**src/sv/ssf_pkg.sv**
```systemverilog
package ssf_pkg;

    // Default size of the sensor table
    localparam int unsigned SSF_SENSORS = 16;

    // Temperatures in signed sixteenths of a degree
    localparam logic signed [11:0] NO_VALUE      = -12'sd2032;
    localparam logic signed [11:0] OFFLINE_BELOW = -12'sd1920;

    // Refresh limit register holds the interval already scaled to milliseconds
    localparam int unsigned        LIMIT_W       = 26;
    localparam logic [LIMIT_W-1:0] LIMIT_RESET   = 26'd30000000;
    localparam logic [7:0]         SLEW_RESET    = 8'd8;

    // Configuration register indexes
    localparam logic [0:0] CFG_REFRESH_INTERVAL = 1'b0;
    localparam logic [0:0] CFG_MAX_SLEW         = 1'b1;

    typedef enum logic [1:0] {
        VERDICT_OFFLINE = 2'd0,
        VERDICT_SPIKE   = 2'd1,
        VERDICT_SAME    = 2'd2,
        VERDICT_PUBLISH = 2'd3
    } ssf_verdict_t;

    // One entry of the per-sensor store
    typedef struct packed {
        logic signed [11:0] temperature;
        logic [31:0]        good_time;
    } ssf_entry_t;

    // Global refresh bookkeeping
    typedef struct packed {
        logic        pass_refresh;
        logic [31:0] last_time;
    } ssf_refresh_t;

endpackage

```
**src/sv/ssf_cfg.sv**
```systemverilog
module ssf_cfg
    import ssf_pkg::*;
(
    input  logic               aclk,
    input  logic               aresetn,
    input  logic               cfg_we,
    input  logic [0:0]         cfg_index,
    input  logic [15:0]        cfg_wdata,
    output logic [LIMIT_W-1:0] refresh_limit,
    output logic [7:0]         max_slew
);

    logic [LIMIT_W-1:0] limit_reg;
    logic [LIMIT_W-1:0] limit_next;
    logic [7:0]         slew_reg;
    logic [7:0]         slew_next;

    // Scale the interval to milliseconds once, at the write
    always_comb begin
        limit_next = limit_reg;
        slew_next  = slew_reg;
        if (cfg_we) begin
            case (cfg_index)
                CFG_REFRESH_INTERVAL: limit_next = LIMIT_W'(cfg_wdata * 26'd1000);
                CFG_MAX_SLEW:         slew_next  = cfg_wdata[7:0];
                default:              limit_next = limit_reg;
            endcase
        end
    end

    always_ff @(posedge aclk) begin
        if (!aresetn) begin
            limit_reg <= LIMIT_RESET;
            slew_reg  <= SLEW_RESET;
        end else begin
            limit_reg <= limit_next;
            slew_reg  <= slew_next;
        end
    end

    assign refresh_limit = limit_reg;
    assign max_slew      = slew_reg;

endmodule

```
**src/sv/ssf_store.sv**
```systemverilog
module ssf_store
    import ssf_pkg::*;
#(
    parameter int unsigned SENSORS = SSF_SENSORS
) (
    input  logic       aclk,
    input  logic       aresetn,
    input  logic       rd_en,
    input  logic [3:0] rd_index,
    input  logic       wr_en,
    input  logic [3:0] wr_index,
    input  ssf_entry_t wr_entry,
    output ssf_entry_t rd_entry
);

    localparam int unsigned AW = (SENSORS > 1) ? $clog2(SENSORS) : 1;

    ssf_entry_t         mem [SENSORS];
    logic [SENSORS-1:0] valid_reg;

    logic [AW+3:0] rd_wide;
    logic [AW+3:0] wr_wide;
    logic [AW-1:0] rd_addr;
    logic [AW-1:0] wr_addr;

    ssf_entry_t mem_q_reg;
    ssf_entry_t fwd_q_reg;
    logic       valid_q_reg;
    logic       fwd_hit_reg;

    assign rd_wide = {{AW{1'b0}}, rd_index};
    assign wr_wide = {{AW{1'b0}}, wr_index};
    assign rd_addr = rd_wide[AW-1:0];
    assign wr_addr = wr_wide[AW-1:0];

    // Write port and registered read port
    always_ff @(posedge aclk) begin
        if (wr_en) begin
            mem[wr_addr] <= wr_entry;
        end
        if (rd_en) begin
            mem_q_reg   <= mem[rd_addr];
            valid_q_reg <= valid_reg[rd_addr];
            fwd_q_reg   <= wr_entry;
        end
    end

    // Mark entries written since reset
    always_ff @(posedge aclk) begin
        if (!aresetn) begin
            valid_reg <= '0;
        end else if (wr_en) begin
            valid_reg[wr_addr] <= 1'b1;
        end
    end

    // Catch a write landing on the same entry in the read cycle
    always_ff @(posedge aclk) begin
        if (!aresetn) begin
            fwd_hit_reg <= 1'b0;
        end else if (rd_en) begin
            fwd_hit_reg <= wr_en && (wr_index == rd_index);
        end
    end

    // Resolve forwarded, stored or reset value
    always_comb begin
        if (fwd_hit_reg) begin
            rd_entry = fwd_q_reg;
        end else if (valid_q_reg) begin
            rd_entry = mem_q_reg;
        end else begin
            rd_entry.temperature = NO_VALUE;
            rd_entry.good_time   = '0;
        end
    end

endmodule

```
**src/sv/ssf_judge.sv**
```systemverilog
module ssf_judge
    import ssf_pkg::*;
(
    input  logic               cmd,
    input  logic               pass_start,
    input  logic signed [11:0] reading,
    input  logic [31:0]        now_ms,
    input  ssf_entry_t         entry,
    input  ssf_refresh_t       refresh,
    input  logic [LIMIT_W-1:0] refresh_limit,
    input  logic [7:0]         max_slew,
    output ssf_refresh_t       refresh_next,
    output ssf_verdict_t       verdict,
    output logic signed [11:0] stored_value,
    output logic               good
);

    logic [31:0]        since;
    logic               due;
    logic signed [12:0] diff;
    logic [12:0]        mag;
    logic [39:0]        change_scaled;
    logic [31:0]        elapsed;
    logic [39:0]        allowed;
    logic               offline;
    logic               spike;
    logic               publish;

    // Refresh check at pass start; the clear command zeroes the timer
    always_comb begin
        since        = now_ms - refresh.last_time;
        due          = (refresh.last_time == '0) ||
                       (since > {{(32-LIMIT_W){1'b0}}, refresh_limit});
        refresh_next = refresh;
        if (cmd) begin
            refresh_next.last_time = '0;
        end else if (pass_start) begin
            refresh_next.pass_refresh = due;
            if (due) begin
                refresh_next.last_time = now_ms;
            end
        end
    end

    // Slew test: |change| * 1000 against elapsed ms * slew
    always_comb begin
        diff          = {reading[11], reading} - {entry.temperature[11], entry.temperature};
        mag           = diff[12] ? 13'(~diff + 13'sd1) : 13'(diff);
        change_scaled = (40'(mag) << 10) - (40'(mag) << 4) - (40'(mag) << 3);
        elapsed       = now_ms - entry.good_time;
        allowed       = 40'(elapsed) * 40'(max_slew);
        offline       = reading < OFFLINE_BELOW;
        spike         = (entry.temperature != NO_VALUE) && (change_scaled > allowed);
        publish       = refresh_next.pass_refresh || (reading != entry.temperature);
    end

    // Pick verdict and value after this reading
    always_comb begin
        good         = 1'b0;
        stored_value = entry.temperature;
        if (offline) begin
            verdict = VERDICT_OFFLINE;
        end else if (spike) begin
            verdict = VERDICT_SPIKE;
        end else if (publish) begin
            verdict      = VERDICT_PUBLISH;
            good         = 1'b1;
            stored_value = reading;
        end else begin
            verdict = VERDICT_SAME;
            good    = 1'b1;
        end
    end

endmodule

```
**src/sv/sensor_slew_spike_filter_top.sv**
```systemverilog
// Channel   Dir  Port group              Contents
// --------  ---  ----------------------  ---------------------------------------------
// reading   in   s_tvalid/s_tready       tdata: sensor_index, reading, now_ms; tuser: cmd, pass_start
// verdict   out  m_tvalid/m_tready       tdata: sensor_id, verdict, stored_value; tuser: forced_refresh
// config    in   cfg_we                  cfg_index, cfg_wdata
//
// One beat per cycle sustained while the output is not stalled. A beat passes through the evaluate
// register, where the store entry read at acceptance is judged, then sits in the output register,
// which drives m_tvalid.
// A write to the entry read in the same cycle is forwarded.
// Reset is synchronous; the store needs no clearing pass, per-entry valid bits clear at once.
// A stalled output holds the evaluate register, and the input stalls only while both are full.
module sensor_slew_spike_filter_top
    import ssf_pkg::*;
#(
    parameter int unsigned SENSORS = SSF_SENSORS
) (
    input  logic        aclk,
    input  logic        aresetn,
    // configuration
    input  logic        cfg_we,
    input  logic [0:0]  cfg_index,
    input  logic [15:0] cfg_wdata,
    // input stream
    input  logic        s_tvalid,
    output logic        s_tready,
    input  logic [47:0] s_tdata,   // [3:0] sensor_index, [15:4] reading, [47:16] now_ms
    input  logic [1:0]  s_tuser,   // [0] cmd, [1] pass_start
    // result stream
    output logic        m_tvalid,
    input  logic        m_tready,
    output logic [23:0] m_tdata,   // [3:0] sensor_id, [5:4] verdict, [17:6] stored_value, zero pad
    output logic [0:0]  m_tuser    // [0] forced_refresh
);

    logic [LIMIT_W-1:0] refresh_limit;
    logic [7:0]         max_slew;

    // Evaluate stage registers
    logic               s1_valid_reg;
    logic               s1_cmd_reg;
    logic               s1_pass_start_reg;
    logic [3:0]         s1_index_reg;
    logic signed [11:0] s1_reading_reg;
    logic [31:0]        s1_now_reg;

    ssf_refresh_t       refresh_reg;
    ssf_refresh_t       refresh_next;

    // Output registers
    logic               m_valid_reg;
    logic               m_valid_next;
    logic [3:0]         m_id_reg;
    ssf_verdict_t       m_verdict_reg;
    logic signed [11:0] m_stored_reg;
    logic               m_forced_reg;

    logic               accept;
    logic               produce;
    logic               retire;
    logic               in_range;

    ssf_entry_t         entry;
    ssf_entry_t         wr_entry;
    logic               wr_en;
    ssf_verdict_t       verdict;
    logic signed [11:0] stored_value;
    logic               good;

    ssf_cfg u_cfg (
        .aclk          (aclk),
        .aresetn       (aresetn),
        .cfg_we        (cfg_we),
        .cfg_index     (cfg_index),
        .cfg_wdata     (cfg_wdata),
        .refresh_limit (refresh_limit),
        .max_slew      (max_slew)
    );

    // Handshake: the evaluate register empties into the output register
    assign in_range = 32'(s1_index_reg) < 32'(SENSORS);
    assign produce  = !s1_cmd_reg && in_range;
    assign retire   = s1_valid_reg && (!produce || !m_valid_reg || m_tready);
    assign s_tready = !s1_valid_reg || retire;
    assign accept   = s_tvalid && s_tready;

    assign wr_en    = retire && produce && good;
    assign wr_entry = {stored_value, s1_now_reg};

    ssf_store #(
        .SENSORS (SENSORS)
    ) u_store (
        .aclk     (aclk),
        .aresetn  (aresetn),
        .rd_en    (accept),
        .rd_index (s_tdata[3:0]),
        .wr_en    (wr_en),
        .wr_index (s1_index_reg),
        .wr_entry (wr_entry),
        .rd_entry (entry)
    );

    ssf_judge u_judge (
        .cmd           (s1_cmd_reg),
        .pass_start    (s1_pass_start_reg),
        .reading       (s1_reading_reg),
        .now_ms        (s1_now_reg),
        .entry         (entry),
        .refresh       (refresh_reg),
        .refresh_limit (refresh_limit),
        .max_slew      (max_slew),
        .refresh_next  (refresh_next),
        .verdict       (verdict),
        .stored_value  (stored_value),
        .good          (good)
    );

    // Load the evaluate stage payload
    always_ff @(posedge aclk) begin
        if (accept) begin
            s1_cmd_reg        <= s_tuser[0];
            s1_pass_start_reg <= s_tuser[1];
            s1_index_reg      <= s_tdata[3:0];
            s1_reading_reg    <= s_tdata[15:4];
            s1_now_reg        <= s_tdata[47:16];
        end
    end

    // Next output valid
    always_comb begin
        if (retire && produce) begin
            m_valid_next = 1'b1;
        end else if (m_tready) begin
            m_valid_next = 1'b0;
        end else begin
            m_valid_next = m_valid_reg;
        end
    end

    // Control state
    always_ff @(posedge aclk) begin
        if (!aresetn) begin
            s1_valid_reg <= 1'b0;
            m_valid_reg  <= 1'b0;
            refresh_reg  <= '0;
        end else begin
            if (accept) begin
                s1_valid_reg <= 1'b1;
            end else if (retire) begin
                s1_valid_reg <= 1'b0;
            end
            m_valid_reg <= m_valid_next;
            if (retire) begin
                refresh_reg <= refresh_next;
            end
        end
    end

    // Capture the result beat
    always_ff @(posedge aclk) begin
        if (retire && produce) begin
            m_id_reg      <= s1_index_reg;
            m_verdict_reg <= verdict;
            m_stored_reg  <= stored_value;
            m_forced_reg  <= refresh_next.pass_refresh;
        end
    end

    assign m_tvalid = m_valid_reg;
    assign m_tdata  = {6'b0, m_stored_reg, m_verdict_reg, m_id_reg};
    assign m_tuser  = m_forced_reg;

    // Clear command leaves the refresh timer at zero
    a_clear_zeroes_timer: assert property (@(posedge aclk) disable iff (!aresetn)
        (retire && s1_cmd_reg) |=> (refresh_reg.last_time == '0))
        else $error("refresh timer not cleared by clear command");

    // A retiring reading always shows up on the output
    a_retire_fills_output: assert property (@(posedge aclk) disable iff (!aresetn)
        (retire && produce) |=> m_valid_reg)
        else $error("retired reading lost");

    // A beat without result never raises a new output
    a_no_result_no_beat: assert property (@(posedge aclk) disable iff (!aresetn)
        (retire && !produce && m_valid_reg && m_tready) |=> !m_valid_reg)
        else $error("result invented for a beat without one");

    // A stalled evaluate stage holds its item
    a_stall_holds_stage: assert property (@(posedge aclk) disable iff (!aresetn)
        (s1_valid_reg && !retire) |=> (s1_valid_reg && $stable(s1_index_reg)
            && $stable(s1_now_reg)))
        else $error("evaluate stage changed while stalled");

    // Spike and offline verdicts never alter the store
    a_reject_no_write: assert property (@(posedge aclk) disable iff (!aresetn)
        (s1_valid_reg && (verdict == VERDICT_SPIKE || verdict == VERDICT_OFFLINE)) |-> !wr_en)
        else $error("store written for a rejected reading");

endmodule
```
**config.mk**
```make
export PLATFORM = sky130hd
export DESIGN_NAME = sensor_slew_spike_filter_top
export DESIGN_NICKNAME = d
export VERILOG_FILES = /design/src/sv/ssf_pkg.sv /design/src/sv/ssf_cfg.sv /design/src/sv/ssf_store.sv /design/src/sv/ssf_judge.sv /design/src/sv/sensor_slew_spike_filter_top.sv
export SDC_FILE = /design/constraint.sdc
export NUM_CORES = 2
export LEC_CHECK = 0
export ABC_AREA = 1
export BUFFER_PORTS_ARGS = -buffer_cell sky130_fd_sc_hd__buf_2
export CORE_ASPECT_RATIO = 0.5
export CORE_MARGIN = 2
export CORE_UTILIZATION = 55
export DETAILED_ROUTE_END_ITERATION = 12
export PLACE_DENSITY = 0.81
export SLEW_MARGIN = 0
export SYNTH_ARGS = -nofsm -noshare
export SYNTH_HDL_FRONTEND = slang
export SYNTH_SLANG_ARGS = --single-unit
```
**constraint.sdc**
```tcl
create_clock -name aclk -period 20.8 [get_ports aclk]
set_clock_uncertainty 0.1 [all_clocks]
set_input_delay 2.08 -clock aclk [delete_from_list [all_inputs] [get_ports aclk]]
set_output_delay 2.08 -clock aclk [all_outputs]
set_load 0.05 [all_outputs]
```
# Yosys cells after proc, flatten, opt, wreduce, memory -nomap -nowiden

Memory sizes are Yosys's and may differ from the RTL's. A register that Yosys moved wholly into a read port is not among the register bits.
Cells that the tools add are included.

RAM bits: 704
Logic and storage cells: 90
Input port bits: 72
Output and inout port bits: 27
Memory bits (read-only): 0
Bits in latches: 0
Flip-flop bits (word level): 197
Memories kept: 1

Memory list:

| memory      | depth | bits a word | read ports | clocked after memory_dff | write ports | line            | source |
|---|---|---|---|---|---|---|---|
| u_store.mem | 16    | 44          | 1          | 1                        | 1           | ssf_store.sv:18 | `ssf_entry_t mem [SENSORS];` |

Reduce and logical (&&, ||, !) cells: 24
Shift operators: 0
$lt $le $gt $ge: 6
Mux-type cells: 24
Div/mod/pow operators: 0
Equal/unequal tests: 3
Multiply operators: 2
Bitwise gates (word level): 3
Add/subtract/negate cells: 6

Operator list:

| kind                                                | count |
|---|---|
| 2-to-1 mux 44 bit                                   | 2 |
| 2-to-1 mux 32 bit                                   | 2 |
| subtractor 32 bit                                   | 2 |
| greater-than comparator 40 bit                      | 1 |
| multiplier 32 x 8 -> 40 bit                         | 1 |
| subtractor 40 x 16 -> 40 bit                        | 1 |
| 2-to-1 mux 12 bit                                   | 3 |
| 2-to-1 mux 33 bit                                   | 1 |
| greater-than comparator 32 x 26 -> 1 bit            | 1 |
| logical NOT 32 bit                                  | 1 |
| subtractor 23 x 17 -> 24 bit                        | 1 |
| multiplier 16 x 7 -> 23 bit (second input constant) | 1 |
| OR 16 bit                                           | 1 |
| adder 13 x 2 -> 13 bit (second input constant)      | 1 |
| 2-to-1 mux 1 bit                                    | 13 |
| 2-to-1 mux 13 bit                                   | 1 |
| NOT 13 bit                                          | 1 |
| subtractor 12 x 12 -> 13 bit                        | 1 |
| < comparator 12 bit (second input constant)         | 1 |
| != test 12 bit                                      | 1 |
| != test 12 bit (second input constant)              | 1 |
| < comparator 4 x 5 -> 1 bit (second input constant) | 2 |
| nonzero test 2 bit                                  | 4 |
| logical AND 1 bit                                   | 7 |
| 10 further kinds                                    | 17 |

# Longest topological paths before layout

Depth in word-level cells: 15
Gate-level depth with buffers: 58
Mapped depth without buffers: 55

# Cells and area by module

Synthesis repeated with hierarchy kept, for this count alone.

Cell total of the unflattened synthesis: 6303
Area, all modules: 57248.7 um^2

Modules (own cells, without submodules):

| module                       | area an instance (um^2) | instances | cells an instance | seq. area each (um^2) |
|---|---|---|---|---|
| ssf_store                    | 33950.1                 | 1         | 3125              | 24153.2 |
| ssf_judge                    | 15401.0                 | 1         | 2321              | 0.0 |
| ssf_cfg                      | 4180.3                  | 1         | 545               | 620.6 |
| sensor_slew_spike_filter_top | 3717.3                  | 1         | 312               | 2772.7 |

# Worst setup path before layout

No wires, ideal clock.

Path kind: reg-to-reg
Start point: register u_store.fwd_hit_reg
End point: memory u_store.mem[11][0] in the netlist's numbering (enable)
Setup slack: 8.693 ns
Arrival: 11.508 ns
Period minus slack after synthesis: 12.107 ns
Cell stages (with the launch flop): 51
Path through: dfxtp_1 buf_2 inv_1 nand2_1 inv_1 clkbuf_1 clkbuf_1 a22oi_1 ha_1 nand3_1 nand3_1 inv_1 nor2_1 nor2_1 o21ai_0 nand2_1 nand2_1 nand2_1 [... 15 more ...] a21oi_1 inv_1 a221oi_1 o21ai_0 nand3_1 nand2_1 xnor2_1 ha_1 nand2_1 nor2_1 a211oi_1 o221a_2 nand2_1 nand2_1 nand2_1 nor2_2 inv_1 nor3_1

Longest elaborated chain between the ends: 14

Ends and longest elaborated chain:

| item                                       | line                               | source |
|---|---|---|
| start, declared                            | ssf_store.sv:29                    | `logic fwd_hit_reg;` |
| start signal, assigned                     | ssf_store.sv:62                    | `fwd_hit_reg <= wr_en && (wr_index == rd_index);` |
| 2-to-1 mux 44 bit (*)                      | ssf_store.sv:68                    | `if (fwd_hit_reg) begin` |
| subtractor 12 x 12 -> 13 bit               | ssf_judge.sv:47                    | `diff = {reading[11], reading} - {entry.temperature[11], entry.temperature};` |
| NOT 13 bit                                 | ssf_judge.sv:48                    | `mag = diff[12] ? 13'(~diff + 13'sd1) : 13'(diff);` |
| adder 13 x 2 -> 13 bit                     | ssf_judge.sv:48                    |  |
| 2-to-1 mux 13 bit                          | ssf_judge.sv:48                    |  |
| subtractor 23 x 17 -> 24 bit               | ssf_judge.sv:49                    | `change_scaled = (40'(mag) << 10) - (40'(mag) << 4) - (40'(mag) << 3);` |
| subtractor 40 x 16 -> 40 bit               | ssf_judge.sv:49                    |  |
| greater-than comparator 40 bit             | ssf_judge.sv:53                    | `spike = (entry.temperature != NO_VALUE) && (change_scaled > allowed);` |
| logical AND 1 bit (*)                      | ssf_judge.sv:53                    |  |
| 2-to-1 mux 1 bit (*)                       | ssf_judge.sv:63                    | `end else if (spike) begin` |
| 2-to-1 mux 1 bit (*)                       | ssf_judge.sv:61                    | `if (offline) begin` |
| logical AND 1 bit (*)                      | sensor_slew_spike_filter_top.sv:87 | `assign wr_en = retire && produce && good;` |
| 2-to-1 mux 1 bit (*)                       | ssf_store.sv:38                    | `if (wr_en) begin` |
| 2-to-1 mux 1 bit (not written as such) (*) | ssf_store.sv:39                    | `mem[wr_addr] <= wr_entry;` |
| end, declared                              | ssf_store.sv:18                    |  |

Mark *: on every way between the ends. The rest lies on a longest branch, timed or not.

# Final worst setup path

Start point: register u_store.fwd_hit_reg
End point: memory u_store.mem[2][29] in the netlist's numbering (enable)

The elaborated chain is that of the path after synthesis.

==> impl_summary.txt <==
----------------------------------------------------
[Run status]
  Status ... finished, final reports clean

[Setup path]
  Arrival time reported for the critical path endpoint ... 12.96 ns
  Worst-case register-to-register setup slack ... approximately 8 ns
  Critical path start-end classification ... reg2reg
  Maximum single-stage delay on the critical path ... approximately 0.83 ns
  Worst endpoint required time ... 20.97 ns
  CP endpoint kind ... register
  Cell type with the highest occurrence count on the critical path ... sky130_fd_sc_hd__nand2_1
  Crit path launch type ... register
  Cell with the largest stage delay on the worst path ... sky130_fd_sc_hd__xor2_1
  Maximum fanout along the worst path ... 44
  Worst Reg2Reg Path Length in Cells ... 50

[Final layout]
  Sequential cell area ... approximately 28000 µm²
  Utilization of the core after routing ... 60.6%
  Flip-flop count of the largest register, all copies and words added ... 704
  Area delta synth->final ... 8.60%
  Multi-input gate area ... between 20000 and 25000 µm²
  Count of fill cells added during filler insertion ... between 7000 and 8000
  Share of cells above drive strength 1 ... between 7 and 8%
  Nets@finish ... 5930

[Clock network]
  Count of instances resized after the clock tree is built ... 0
  TritonCTS buffer count ... 85
  Deepest clock path buffer count ... 3
  Number of setup buffers added after CTS ... 0
  Hold_buf cts ... 0
  Clock transition time at the flip-flop clock pins of the worst setup and hold paths ... roughly 0.060 ns
  Clock latency at the later pin of the worst-skew pair ... 0.65 ns
  Root buf cell ... sky130_fd_sc_hd__clkbuf_16
  CTS tree ... yes
  Num Clock Sinks ... between 900 and 1000
  CTS H-Tree Depth ... 3

[Timing]
  Min Hold Slack ... 0.357 ns
  Max-slew violations ... 0
  Final Cycle Share ... 61.5%
  Setup violation total in the final timing report ... 0
  Sum Neg Setup Slack ... 0 ns
  Slew at the pin with the worst max-slew slack ... between 1 and 1.5 ns
  Worst rel slew slack ... between 10% and 20%
  Min cycle time layout ... 12.78 ns
  RSZ-0062 raised after global routing ... false
  Achievable frequency ... around 80 MHz
  Final hold viol count ... 0

[Logic synthesis]
  Async set-or-reset flop fraction in the synthesized netlist ... 0%
  Largest family of logic cells by synthesized area ... adder cells
  Multiplexer fraction of the synthesized cell area ... ~3.2%
  Cells after Synth ... 5297
  Count of distinct cell types in the synthesized netlist ... 61
  Number of storage elements in the synthesis netlist ... 945
  Synth Area in Simple Gates ... approximately 11%
  Netlist Area Pre-Place ... 54900 µm²
  Most numerous cell types in the synthesized netlist ... sky130_fd_sc_hd__edfxtp_1 (862), sky130_fd_sc_hd__inv_1 (778), sky130_fd_sc_hd__nand2_1 (668), sky130_fd_sc_hd__nor2_1 (437), sky130_fd_sc_hd__a21oi_1 (416)
  Flip-flop cell with the highest count after synthesis ... sky130_fd_sc_hd__edfxtp_1
  Share of Yosys cell area claimed by the top area cell type ... approximately 47%
  Largest cells by area after synthesis ... sky130_fd_sc_hd__edfxtp_1 (47%), sky130_fd_sc_hd__fa_1 (8.6%), sky130_fd_sc_hd__ha_1 (6.1%)
  Top cell type by total area after synthesis ... sky130_fd_sc_hd__edfxtp_1
  Synthesized-area fraction occupied by xor and xnor cells ... under 10%
  Fraction of the mapped netlist area in compound gates ... between 10 and 15%
  Share of the yosys chip area belonging to registers ... about 50%
  Post-synth EDFFs ... 862
  Post-synthesis adder-cell area fraction ... between 10% and 20%
  Cell with the most instances after synthesis ... sky130_fd_sc_hd__edfxtp_1
  Syn avg cell area ... between 10 and 15 µm²
  Number of warnings printed during yosys synthesis ... 0

[Route]
  Count of unresolved DRC violations after routing ... 0
  Post-detailed-route via-to-cell ratio ... about 5.9
  Post-detailed-route count of antenna-violating nets ... 0
  Detailed router's first-iteration violation count ... roughly 4600
  Vias after detailed routing ... roughly 40000
  Number of detailed-route iterations in the first pass ... 6
  Routed WL ... between 100000 and 150000 µm
  WL per Instance ... between 20 and 25 µm

[Global route]
  Global-route wire length before repair ... 225000 µm
  Congestion Overflow GR ... 0
  Largest net degree at the start of global routing ... 173
  Number of global-route vias before repair ... ~40000
  Initial antenna violation count ... 3
  Total global-route track usage ... 28.2%

[Placement]
  Port buffer count ... between 90 and 100
  Gpl congestion ... approximately 0.91
  Placed wire-length estimate after detailed placement ... 97800 µm

[Power]
  Combinational fraction of design power ... 48.2%
  Post-route total power ... 0.00742 W
  Cell-internal power ... 0.00438 W
  Power density over the cells ... 124 nW/µm²
  Clk pwr share ... 21.4%
  Reported net switching power ... ~0.0030 W
  Static leakage ... around 25 nW
  Sequential Power Share ... between 30% and 40%
  Switch share ... ~41%
  Maximum vdd drop ... between 90 and 100 µV

[Job]
  Maximum capacitance violations ... 0

[Hold path]
  Hold depth ... 2
  Class of the worst hold path ... reg2reg

[Die]
  Die Ht ... 227 µm
  Core box area ... between 90000 and 100000 µm²
  Row Count ... 81
  Area of the die ... 103000 µm²
  Top Ports ... between 90 and 100
  Die Width ... about 450 µm
  Effective utilization at floorplan ... a little under three fifths

----------------------------------------------------
[metal layers]
| metal | track usage (%) | up-vias | share of wire [%] |
|---|---|---|---|
| li1 | - | 18300 | - |
| met1 | 38.3 | 19300 | 40 |
| met2 | 46.3 | 2230 | 46 |
| met3 | 5.36 | 311 | 10 |
| met4 | 9.07 | 0 | 3.1 |
| met5 | 0 | - | 0 |
[power groups by stage]
stage / clock (W) / combinational (W) / sequential, W
3_5_place_dp: 0 / 0.00353 / 0.00229
4_1_cts: 0.00159 / 0.00355 / 0.00225
2_1_floorplan: 0 / 0.00264 / 0.00230
3_3_place_gp: 0 / 0.00342 / 0.00229
5_1_grt: 0.00166 / 0.00405 / 0.00225
6_report: 0.00159 / 0.00358 / 0.00225
[worst max-delay path: cells and delay by family (launching register included)]
| family | cells | cell delay (ns) |
|---|---|---|
| adder cells (fa/ha/maj) | 7 | 3.12 |
| XOR/XNOR | 2 | 0.98 |
| buffers and inverters | 10 | 1.86 |
| AND/OR/NAND/NOR | 21 | 3.74 |
| flip-flops | 1 | 0.31 |
| AO/OA/AOI/OAI | 10 | 2.17 |
[logic make-up after synthesis]
| family | after synthesis |
|---|---|
| xor+xnor | 131 |
| other cells | 1 |
| flops | 945 |
| fa+ha+maj | 506 |
| compound gates | 1083 |
| mux | 176 |
| simple gates | 1465 |
| buf+inv | 990 |
[area by class of cell]
type	instances	share of cell area, %
clock inverter	39	0.653
multi-input combinational	3367	39.6
timing repair buffer	164	1.73
antenna	2	0.00840
sequential	945	46.2
clock buffer	120	4.03
tap	1328	2.79
inverter	789	4.98
[final timing paths]
| path | end | start |
|---|---|---|
| worst min register to register | u_store.valid_reg[14] | u_store.valid_reg[14] |
| worst min-delay path | u_store.valid_reg[14] | u_store.valid_reg[14] |
| worst max register to register | u_store.mem[2][29] | u_store.fwd_hit_reg |
| worst max-delay path | u_store.mem[2][29] | u_store.fwd_hit_reg |
[cell usage in the layout (no fill, tap or decap), types with 19 or more instances in the layout]
cell / synthesis / final
sky130_fd_sc_hd__edfxtp_1: 862 / 862
sky130_fd_sc_hd__inv_1: 778 / 766
sky130_fd_sc_hd__nand2_1: 668 / 668
sky130_fd_sc_hd__nor2_1: 437 / 435
sky130_fd_sc_hd__a21oi_1: 416 / 415
sky130_fd_sc_hd__o21ai_0: 329 / 329
sky130_fd_sc_hd__ha_1: 269 / 269
sky130_fd_sc_hd__fa_1: 237 / 237
sky130_fd_sc_hd__o211ai_1: 192 / 192
sky130_fd_sc_hd__nand3_1: 181 / 181
sky130_fd_sc_hd__mux2i_1: 176 / 176
sky130_fd_sc_hd__buf_2: 4 / 89
sky130_fd_sc_hd__clkbuf_16: 0 / 88
sky130_fd_sc_hd__dfxtp_1: 83 / 82
sky130_fd_sc_hd__xor2_1: 81 / 81
sky130_fd_sc_hd__buf_4: 9 / 72
sky130_fd_sc_hd__xnor2_1: 50 / 50
sky130_fd_sc_hd__nand4_1: 44 / 44
sky130_fd_sc_hd__a22oi_1: 41 / 41
sky130_fd_sc_hd__nor3_1: 34 / 32
sky130_fd_sc_hd__nand2_2: 30 / 30
sky130_fd_sc_hd__clkbuf_1: 155 / 24
sky130_fd_sc_hd__clkinv_2: 0 / 19
[through the flow]
stage          cell area (µm²)  std cells  worst slack, ns
2_1_floorplan            54900       5302             8.69
3_3_place_gp             56800       6593             8.46
3_5_place_dp             56800       6593             8.19
4_1_cts                  59600       6752             8.16
5_1_grt                  59600       6752             7.18
6_report                 59600       6754             8.02
Power figures use the tool's default switching activity.
